[src/ms_pkg.sv]
// Package for the merge sorter: shared types.
// No dependencies; imported by the top level.
package ms_pkg;

    typedef enum logic [2:0] {
        S_LOAD,
        S_PASS,
        S_RUN,
        S_READ,
        S_MERGE,
        S_EMIT_RD,
        S_EMIT_OUT
    } ms_state_t;

endpackage

[src/ms_ram.sv]
// Generic RAM: one write port, two read ports with registered read data.
// No dependencies.
module ms_ram #(
    parameter int WIDTH = 32,
    parameter int DEPTH = 16
) (
    input  logic                     clk,
    input  logic                     we,
    input  logic [$clog2(DEPTH)-1:0] wr_addr,
    input  logic [WIDTH-1:0]         wr_data,
    input  logic [$clog2(DEPTH)-1:0] rd_addr_a,
    input  logic [$clog2(DEPTH)-1:0] rd_addr_b,
    output logic [WIDTH-1:0]         rd_data_a,
    output logic [WIDTH-1:0]         rd_data_b
);

    logic [WIDTH-1:0] mem [DEPTH];

    always_ff @(posedge clk)
    begin
        if (we)
        begin
            mem[wr_addr] <= wr_data;
        end
        rd_data_a <= mem[rd_addr_a];
        rd_data_b <= mem[rd_addr_b];
    end

endmodule

[src/merge_sorter.sv]
// Merge sorter top level: load, bottom-up merge passes and emit sequencer.
// Depends on ms_pkg and ms_ram (two instances used as ping-pong stores).
//
// Usage: values enter on the s_ channel one item per cycle while s_tready is
// high; s_tlast marks the final value of a set and starts the sort. Values
// beyond MAX_ITEMS are dropped and every result of that set carries tuser=1.
// While sorting and emitting, s_tready is low. A single signed comparator is
// shared by all merge steps: each result element of a pass is a RAM read,
// then a compare and write; each run pair adds a setup state (S_RUN) and
// each pass a check state (S_PASS) and a closing S_RUN. A set of n values
// needs ceil(log2 n) passes. Results leave on the m_ channel in ascending
// order, each item read from the store (S_EMIT_RD) before it is offered
// (S_EMIT_OUT), with m_tlast on the final one. If m_tready is low the
// current item is held until taken; only then is the next one read. Reset
// empties the set; the stores are not cleared and need no clearing pass.
module merge_sorter
    import ms_pkg::*;
#(
    parameter int MAX_ITEMS  = 16,
    parameter int VALUE_BITS = 32
) (
    input  logic                                clk,
    input  logic                                rst_n,
    input  logic                                s_tvalid,
    output logic                                s_tready,
    input  logic [((VALUE_BITS+7)/8)*8-1:0]     s_tdata,   // value_in
    input  logic                                s_tlast,   // last_in
    output logic                                m_tvalid,
    input  logic                                m_tready,
    output logic [((VALUE_BITS+7)/8)*8-1:0]     m_tdata,   // value_out
    output logic                                m_tlast,   // last_out
    output logic                                m_tuser    // overflow
);

    localparam int DB = ((VALUE_BITS + 7) / 8) * 8;
    localparam int AW = $clog2(MAX_ITEMS);
    localparam int CW = $clog2(MAX_ITEMS + 1);
    localparam int PW = CW + 2;

    ms_state_t state_reg, state_next;
    logic [CW-1:0] count_reg, count_next;
    logic          drop_reg, drop_next;
    logic          src_reg, src_next;
    logic [PW-1:0] rw_reg, rw_next;
    logic [PW-1:0] lo_reg, lo_next;
    logic [CW-1:0] mid_reg, mid_next;
    logic [CW-1:0] hi_reg, hi_next;
    logic [CW-1:0] i_reg, i_next;
    logic [CW-1:0] j_reg, j_next;
    logic [CW-1:0] k_reg, k_next;

    logic [PW-1:0]         n_ext, mid_sum, hi_sum;
    logic                  we0, we1;
    logic [AW-1:0]         wr_addr;
    logic [VALUE_BITS-1:0] wr_data;
    logic [AW-1:0]         rd_addr_a, rd_addr_b;
    logic [VALUE_BITS-1:0] rd0_a, rd0_b, rd1_a, rd1_b, val_a, val_b;
    logic                  take_left;
    logic [CW-1:0]         k_inc;

    ms_ram #(.WIDTH(VALUE_BITS), .DEPTH(MAX_ITEMS)) u_ram0 (
        .clk       (clk),
        .we        (we0),
        .wr_addr   (wr_addr),
        .wr_data   (wr_data),
        .rd_addr_a (rd_addr_a),
        .rd_addr_b (rd_addr_b),
        .rd_data_a (rd0_a),
        .rd_data_b (rd0_b)
    );

    ms_ram #(.WIDTH(VALUE_BITS), .DEPTH(MAX_ITEMS)) u_ram1 (
        .clk       (clk),
        .we        (we1),
        .wr_addr   (wr_addr),
        .wr_data   (wr_data),
        .rd_addr_a (rd_addr_a),
        .rd_addr_b (rd_addr_b),
        .rd_data_a (rd1_a),
        .rd_data_b (rd1_b)
    );

    assign val_a   = src_reg ? rd1_a : rd0_a;
    assign val_b   = src_reg ? rd1_b : rd0_b;
    assign n_ext   = PW'(count_reg);
    assign mid_sum = lo_reg + rw_reg;
    assign hi_sum  = lo_reg + (rw_reg << 1);
    assign k_inc   = k_reg + CW'(1);

    // Ties take the left run, which keeps equal values in input order.
    assign take_left = (i_reg < mid_reg)
                    && ((j_reg >= hi_reg) || ($signed(val_a) <= $signed(val_b)));

    always_ff @(posedge clk or negedge rst_n)
    begin
        if (!rst_n)
        begin
            state_reg <= S_LOAD;
            count_reg <= '0;
            drop_reg  <= 1'b0;
            src_reg   <= 1'b0;
            rw_reg    <= PW'(1);
            lo_reg    <= '0;
            mid_reg   <= '0;
            hi_reg    <= '0;
            i_reg     <= '0;
            j_reg     <= '0;
            k_reg     <= '0;
        end
        else
        begin
            state_reg <= state_next;
            count_reg <= count_next;
            drop_reg  <= drop_next;
            src_reg   <= src_next;
            rw_reg    <= rw_next;
            lo_reg    <= lo_next;
            mid_reg   <= mid_next;
            hi_reg    <= hi_next;
            i_reg     <= i_next;
            j_reg     <= j_next;
            k_reg     <= k_next;
        end
    end

    always_comb
    begin
        state_next = state_reg;
        count_next = count_reg;
        drop_next  = drop_reg;
        src_next   = src_reg;
        rw_next    = rw_reg;
        lo_next    = lo_reg;
        mid_next   = mid_reg;
        hi_next    = hi_reg;
        i_next     = i_reg;
        j_next     = j_reg;
        k_next     = k_reg;

        s_tready  = 1'b0;
        m_tvalid  = 1'b0;
        we0       = 1'b0;
        we1       = 1'b0;
        wr_addr   = k_reg[AW-1:0];
        wr_data   = take_left ? val_a : val_b;
        rd_addr_a = i_reg[AW-1:0];
        rd_addr_b = j_reg[AW-1:0];

        case (state_reg)
            S_LOAD:
            begin
                s_tready = 1'b1;
                wr_addr  = count_reg[AW-1:0];
                wr_data  = s_tdata[VALUE_BITS-1:0];
                if (s_tvalid)
                begin
                    if (count_reg < CW'(MAX_ITEMS))
                    begin
                        we0        = 1'b1;
                        count_next = count_reg + CW'(1);
                    end
                    else
                    begin
                        drop_next = 1'b1;
                    end
                    if (s_tlast)
                    begin
                        src_next   = 1'b0;
                        rw_next    = PW'(1);
                        state_next = S_PASS;
                    end
                end
            end
            S_PASS:
            begin
                if (rw_reg >= n_ext)
                begin
                    k_next     = '0;
                    state_next = S_EMIT_RD;
                end
                else
                begin
                    lo_next    = '0;
                    state_next = S_RUN;
                end
            end
            S_RUN:
            begin
                if (lo_reg >= n_ext)
                begin
                    src_next   = ~src_reg;
                    rw_next    = rw_reg << 1;
                    state_next = S_PASS;
                end
                else
                begin
                    mid_next   = (mid_sum > n_ext) ? count_reg : mid_sum[CW-1:0];
                    hi_next    = (hi_sum > n_ext) ? count_reg : hi_sum[CW-1:0];
                    i_next     = lo_reg[CW-1:0];
                    j_next     = (mid_sum > n_ext) ? count_reg : mid_sum[CW-1:0];
                    k_next     = lo_reg[CW-1:0];
                    state_next = S_READ;
                end
            end
            S_READ:
            begin
                state_next = S_MERGE;
            end
            S_MERGE:
            begin
                we0 = src_reg;
                we1 = ~src_reg;
                if (take_left)
                begin
                    i_next = i_reg + CW'(1);
                end
                else
                begin
                    j_next = j_reg + CW'(1);
                end
                k_next = k_inc;
                if (k_inc == hi_reg)
                begin
                    lo_next    = PW'(hi_reg);
                    state_next = S_RUN;
                end
                else
                begin
                    state_next = S_READ;
                end
            end
            S_EMIT_RD:
            begin
                rd_addr_a  = k_reg[AW-1:0];
                state_next = S_EMIT_OUT;
            end
            S_EMIT_OUT:
            begin
                rd_addr_a = k_reg[AW-1:0];
                m_tvalid  = 1'b1;
                if (m_tready)
                begin
                    if (k_inc == count_reg)
                    begin
                        count_next = '0;
                        drop_next  = 1'b0;
                        state_next = S_LOAD;
                    end
                    else
                    begin
                        k_next     = k_inc;
                        state_next = S_EMIT_RD;
                    end
                end
            end
            default:
            begin
                state_next = S_LOAD;
            end
        endcase
    end

    assign m_tdata = DB'(val_a);
    assign m_tlast = (k_inc == count_reg);
    assign m_tuser = drop_reg;

endmodule
[config.mk]
export PLATFORM = sky130hd
export DESIGN_NAME = merge_sorter
export DESIGN_NICKNAME = d
export VERILOG_FILES = /design/src/ms_pkg.sv /design/src/ms_ram.sv /design/src/merge_sorter.sv
export SDC_FILE = /design/constraint.sdc
export NUM_CORES = 2
export LEC_CHECK = 0
export BUFFER_PORTS_ARGS = -buffer_cell sky130_fd_sc_hd__buf_2
export CORE_MARGIN = 5
export CORE_UTILIZATION = 60
export CTS_BUF_LIST = sky130_fd_sc_hd__clkbuf_8
export DETAILED_ROUTE_END_ITERATION = 8
export PLACE_DENSITY_LB_ADDON = 0.08
export SYNTH_ARGS = -nofsm -noshare
export SYNTH_HDL_FRONTEND = slang
export SYNTH_HIERARCHICAL = 1
export SYNTH_SLANG_ARGS = --single-unit
[constraint.sdc]
create_clock -name clk -period 7.2 [get_ports clk]
set_input_delay 0.36 -clock clk [delete_from_list [all_inputs] [get_ports clk]]
set_output_delay 0.36 -clock clk [all_outputs]
set_load 0.005 [all_outputs]
==> flow_metrics.env <==
export IMPL_ios=73
export IMPL_die_h_um=311
export IMPL_final_common_cell="edfxtp_1"
export IMPL_dieArea_mm2=0.0967
export IMPL_drt_total_wl_mm=166
export IMPL_postRouteAntennaNets=0
export IMPL_avgRoutedWirePerCell_um=36.9
export IMPL_clock_skew_ps=31.2
export IMPL_synth_top_area_share_pct=56.6
export IMPL_synth_fp_nets=3120
export IMPL_setup_violations=0
export IMPL_muxShareOfSynthArea_pct=23.0
export IMPL_multi_input_area_mm2=0.0192
export IMPL_first_pass_iters=6
export IMPL_crit_buf_inv=2
export IMPL_end_kind="flop"
export IMPL_power_density_mw_per_mm2=500
export IMPL_start_util_pct=60.4
export IMPL_core_mm2=0.0900
export IMPL_cts_max_level=4
export IMPL_p_leak_nw=20.1
export IMPL_clock_sink_count=1199
export IMPL_fin_crit_sh_pct=81.5
export IMPL_worstMarginPinSlew_ps=1330
export IMPL_synth_flop_cell="edfxtp_1"
export IMPL_yosys_area_share_xor_xnor_pct=0.389
export IMPL_cts_clk_slew_worst_paths_ps=70
export IMPL_synth_top_area_cell="edfxtp_1"
export IMPL_seq_area_frac_synth_pct=63.4
export IMPL_rsz0062_at_grt="no"
export IMPL_cts_buffer_depth=3
export IMPL_grt_overflow=0
export IMPL_nets=3273
export IMPL_yosys_area_share_simple_pct=4.15
export IMPL_antenna_found_initial=3
export IMPL_num_fill_cells=5994
export IMPL_synth_area_top_cells="edfxtp_1 (57%), mux4_2 (21%), dfxtp_1 (4.7%)"
export IMPL_cts_resized_gates=0
export IMPL_fin_util_pct=67.1
export IMPL_status="completed"
export IMPL_synth_top_family_by_area="multiplexers"
export IMPL_cap_violations=0
export IMPL_routed_via_count=33200
export IMPL_r2r_start="src_reg"
export IMPL_gp_routability_congestion=0.872
export IMPL_clkLatencyLatePin_ps=850
export IMPL_path_cells="buf_12, mux2_2, ha_1, nand4_1, nor3b_1, a31oi_1, and3b_1, a221oi_1, and3_4, nor3b_1, nor3_2, buf_4"
export IMPL_drc_errors=0
export IMPL_worstPathMaxFanout=40
export IMPL_grt_pass1_wl_mm=237
export IMPL_max_stage_delay_ps=930
export IMPL_worstSetupPathType="reg -> reg"
export IMPL_grt_max_degree=115
export IMPL_synthArstFlopShare_pct=3.92
export IMPL_seq_area_mm2=0.0345
export IMPL_cpMaxStageDelayCell="dfrtp_4"
export IMPL_reg_largest_list="u_ram0/mem: 512 flops, u_ram1/mem: 512 flops"
export IMPL_post_drt_via_cell_ratio=7.38
export IMPL_timing_slew_headroom_pct=10.9
export IMPL_synth_seq_cells=1199
export IMPL_setup_tns_ps=0
export IMPL_hold_viol=0
export IMPL_cpLargestDelayFamily="simple AND/OR/NAND/NOR gates"
export IMPL_grt_total_usage_pct=34.2
export IMPL_dp_final_hpwl_mm=93.1
export IMPL_synth_edff_count=1024
export IMPL_yosys_warnings=6
export IMPL_crit_top_cell="nor3b_1"
export IMPL_final_cell_mix="edfxtp_1 (1024), mux4_2 (512), a22oi_1 (257)"
export IMPL_peakVddDrop_v=0.000497
export IMPL_cts_buffers_inserted=188
export IMPL_synth_distinct_cells=68
export IMPL_root_buffer="clkbuf_8"
export IMPL_dieWidth_um=311
export IMPL_rows=110
export IMPL_hp_class="in -> async"
export IMPL_fmax_ghz=0.170
export IMPL_r2r_end="u_ram0/mem[6][28]"
export IMPL_areaGrowthSynthToFinish_pct=11.1
export IMPL_period_needed_ps=5870
export IMPL_grt_pass1_vias=33700
export IMPL_io_buffers=72
export IMPL_finalMaxSlewViolations=0
export IMPL_reg2reg_depth=12
export IMPL_netlist_area_mm2=0.0544
export IMPL_netlist_instances=3008
export IMPL_synth_compound_area_share_pct=5.16
export IMPL_total_power_mw=30.2
export IMPL_synth_fa_ha_area_share_pct=1.75
export IMPL_cp_start_kind="flop"
export IMPL_required_ps=7880
export IMPL_reg2reg_slack_ps=1330
export IMPL_cts_tree="yes"
export IMPL_cp_data_arrival_time_ps=6540
export IMPL_drive_gt1_share_pct=33.0
export IMPL_drt_iter0_drc=5371
export IMPL_syn_area_per_cell_um2=18.1
[cells in the mapped netlist (4+ instances only)]
cell type	count
and2_1	5
nor3_1	81
o21ai_0	37
a31oi_1	4
and3_1	6
a22oi_1	257
ha_1	73
buf_4	37
inv_1	35
buf_2	34
a21oi_1	38
buf_1	35
nor2_1	67
nor4_1	34
dfrtp_1	46
mux2_2	45
mux4_2	512
mux2i_1	46
nand4_1	10
nand2b_1	12
clkbuf_1	114
edfxtp_1	1024
dfxtp_1	128
nor2b_1	14
nand3b_1	5
a22o_1	6
nand2_1	169
nor3b_1	33
a21o_1	12
nand3_1	15
xnor2_1	16
[power by group]
group | switching, mW | internal [mW]
clock network | 2.70 | 2.94
logic | 8.13 | 4.72
registers | 0.571 | 11.1
[stage by stage]
step           setup slack [ps]  cells  hold slack [ps]  area, um2
3_3_place_gp               1840   4141              476      56600
2_1_floorplan              1980   3008             64.4      54400
6_report                   1330   4500              190      60400
4_1_cts                    1460   4499              124      60400
5_1_grt                    1070   4500              214      60400
3_5_place_dp               1520   4141              479      56600
[worst max path at each step]
stage | end | slack [ps] | depth (start not counted) | startpoint
floorplan | u_ram0/mem[0][11] | 1980 | 14 | src_reg
global placement | u_ram0/mem[0][28] | 1840 | 12 | src_reg
detailed placement | u_ram1/mem[11][0] | 1520 | 11 | src_reg
CTS | u_ram1/mem[0][0] | 1460 | 11 | src_reg
global route | u_ram1/mem[6][0] | 1070 | 10 | src_reg
finish | u_ram0/mem[6][28] | 1330 | 12 | src_reg
[final cells by class]
| class | count | area share, % |
|---|---|---|
| flip-flops and latches | 1199 | 57.1 |
| multi-input cells | 1553 | 31.9 |
| clock buffers | 217 | 4.94 |
| well taps | 1176 | 2.44 |
| repair buffers | 184 | 2.18 |
| clock inverters | 135 | 1.24 |
| inverters | 35 | 0.218 |
| diodes | 1 | 0.00414 |
[metal layers]
layer / GRT usage (%) / up-vias / routed length [um]
li1: - / 13000 / -
met1: 47.5 / 17200 / 58200
met2: 52.2 / 2571 / 75900
met3: 10.2 / 465 / 24200
met4: 13.4 / 0 / 7680
met5: 0 / - / 0
[cell families (layout without fill, tap and decap cells)]
group / after synthesis / in the layout
other: 0 / 1
AO/OA/AOI/OAI: 392 / 392
AND/OR/NAND/NOR: 462 / 462
flip-flops: 1199 / 1199
multiplexers: 603 / 603
adder cells (fa/ha/maj): 75 / 75
buffers and inverters: 256 / 571
XOR/XNOR: 21 / 21
[worst reg2reg max path: stages (launching register included)]
cell      delay, ps
dfrtp_4         930
buf_12          330
mux2_2          420
ha_1            360
nand4_1         230
nor3b_1         570
a31oi_1         230
and3b_1         250
a221oi_1        430
and3_4          720
nor3b_1         140
nor3_2          760
buf_4           340
[what timing repair did]
item,CTS,global route
buffers inserted,0,0
setup endpoints to repair,0,0
endpoints found under the hold margin,55,0
hold buffers,6,0
(Power assumes the default switching activity.)
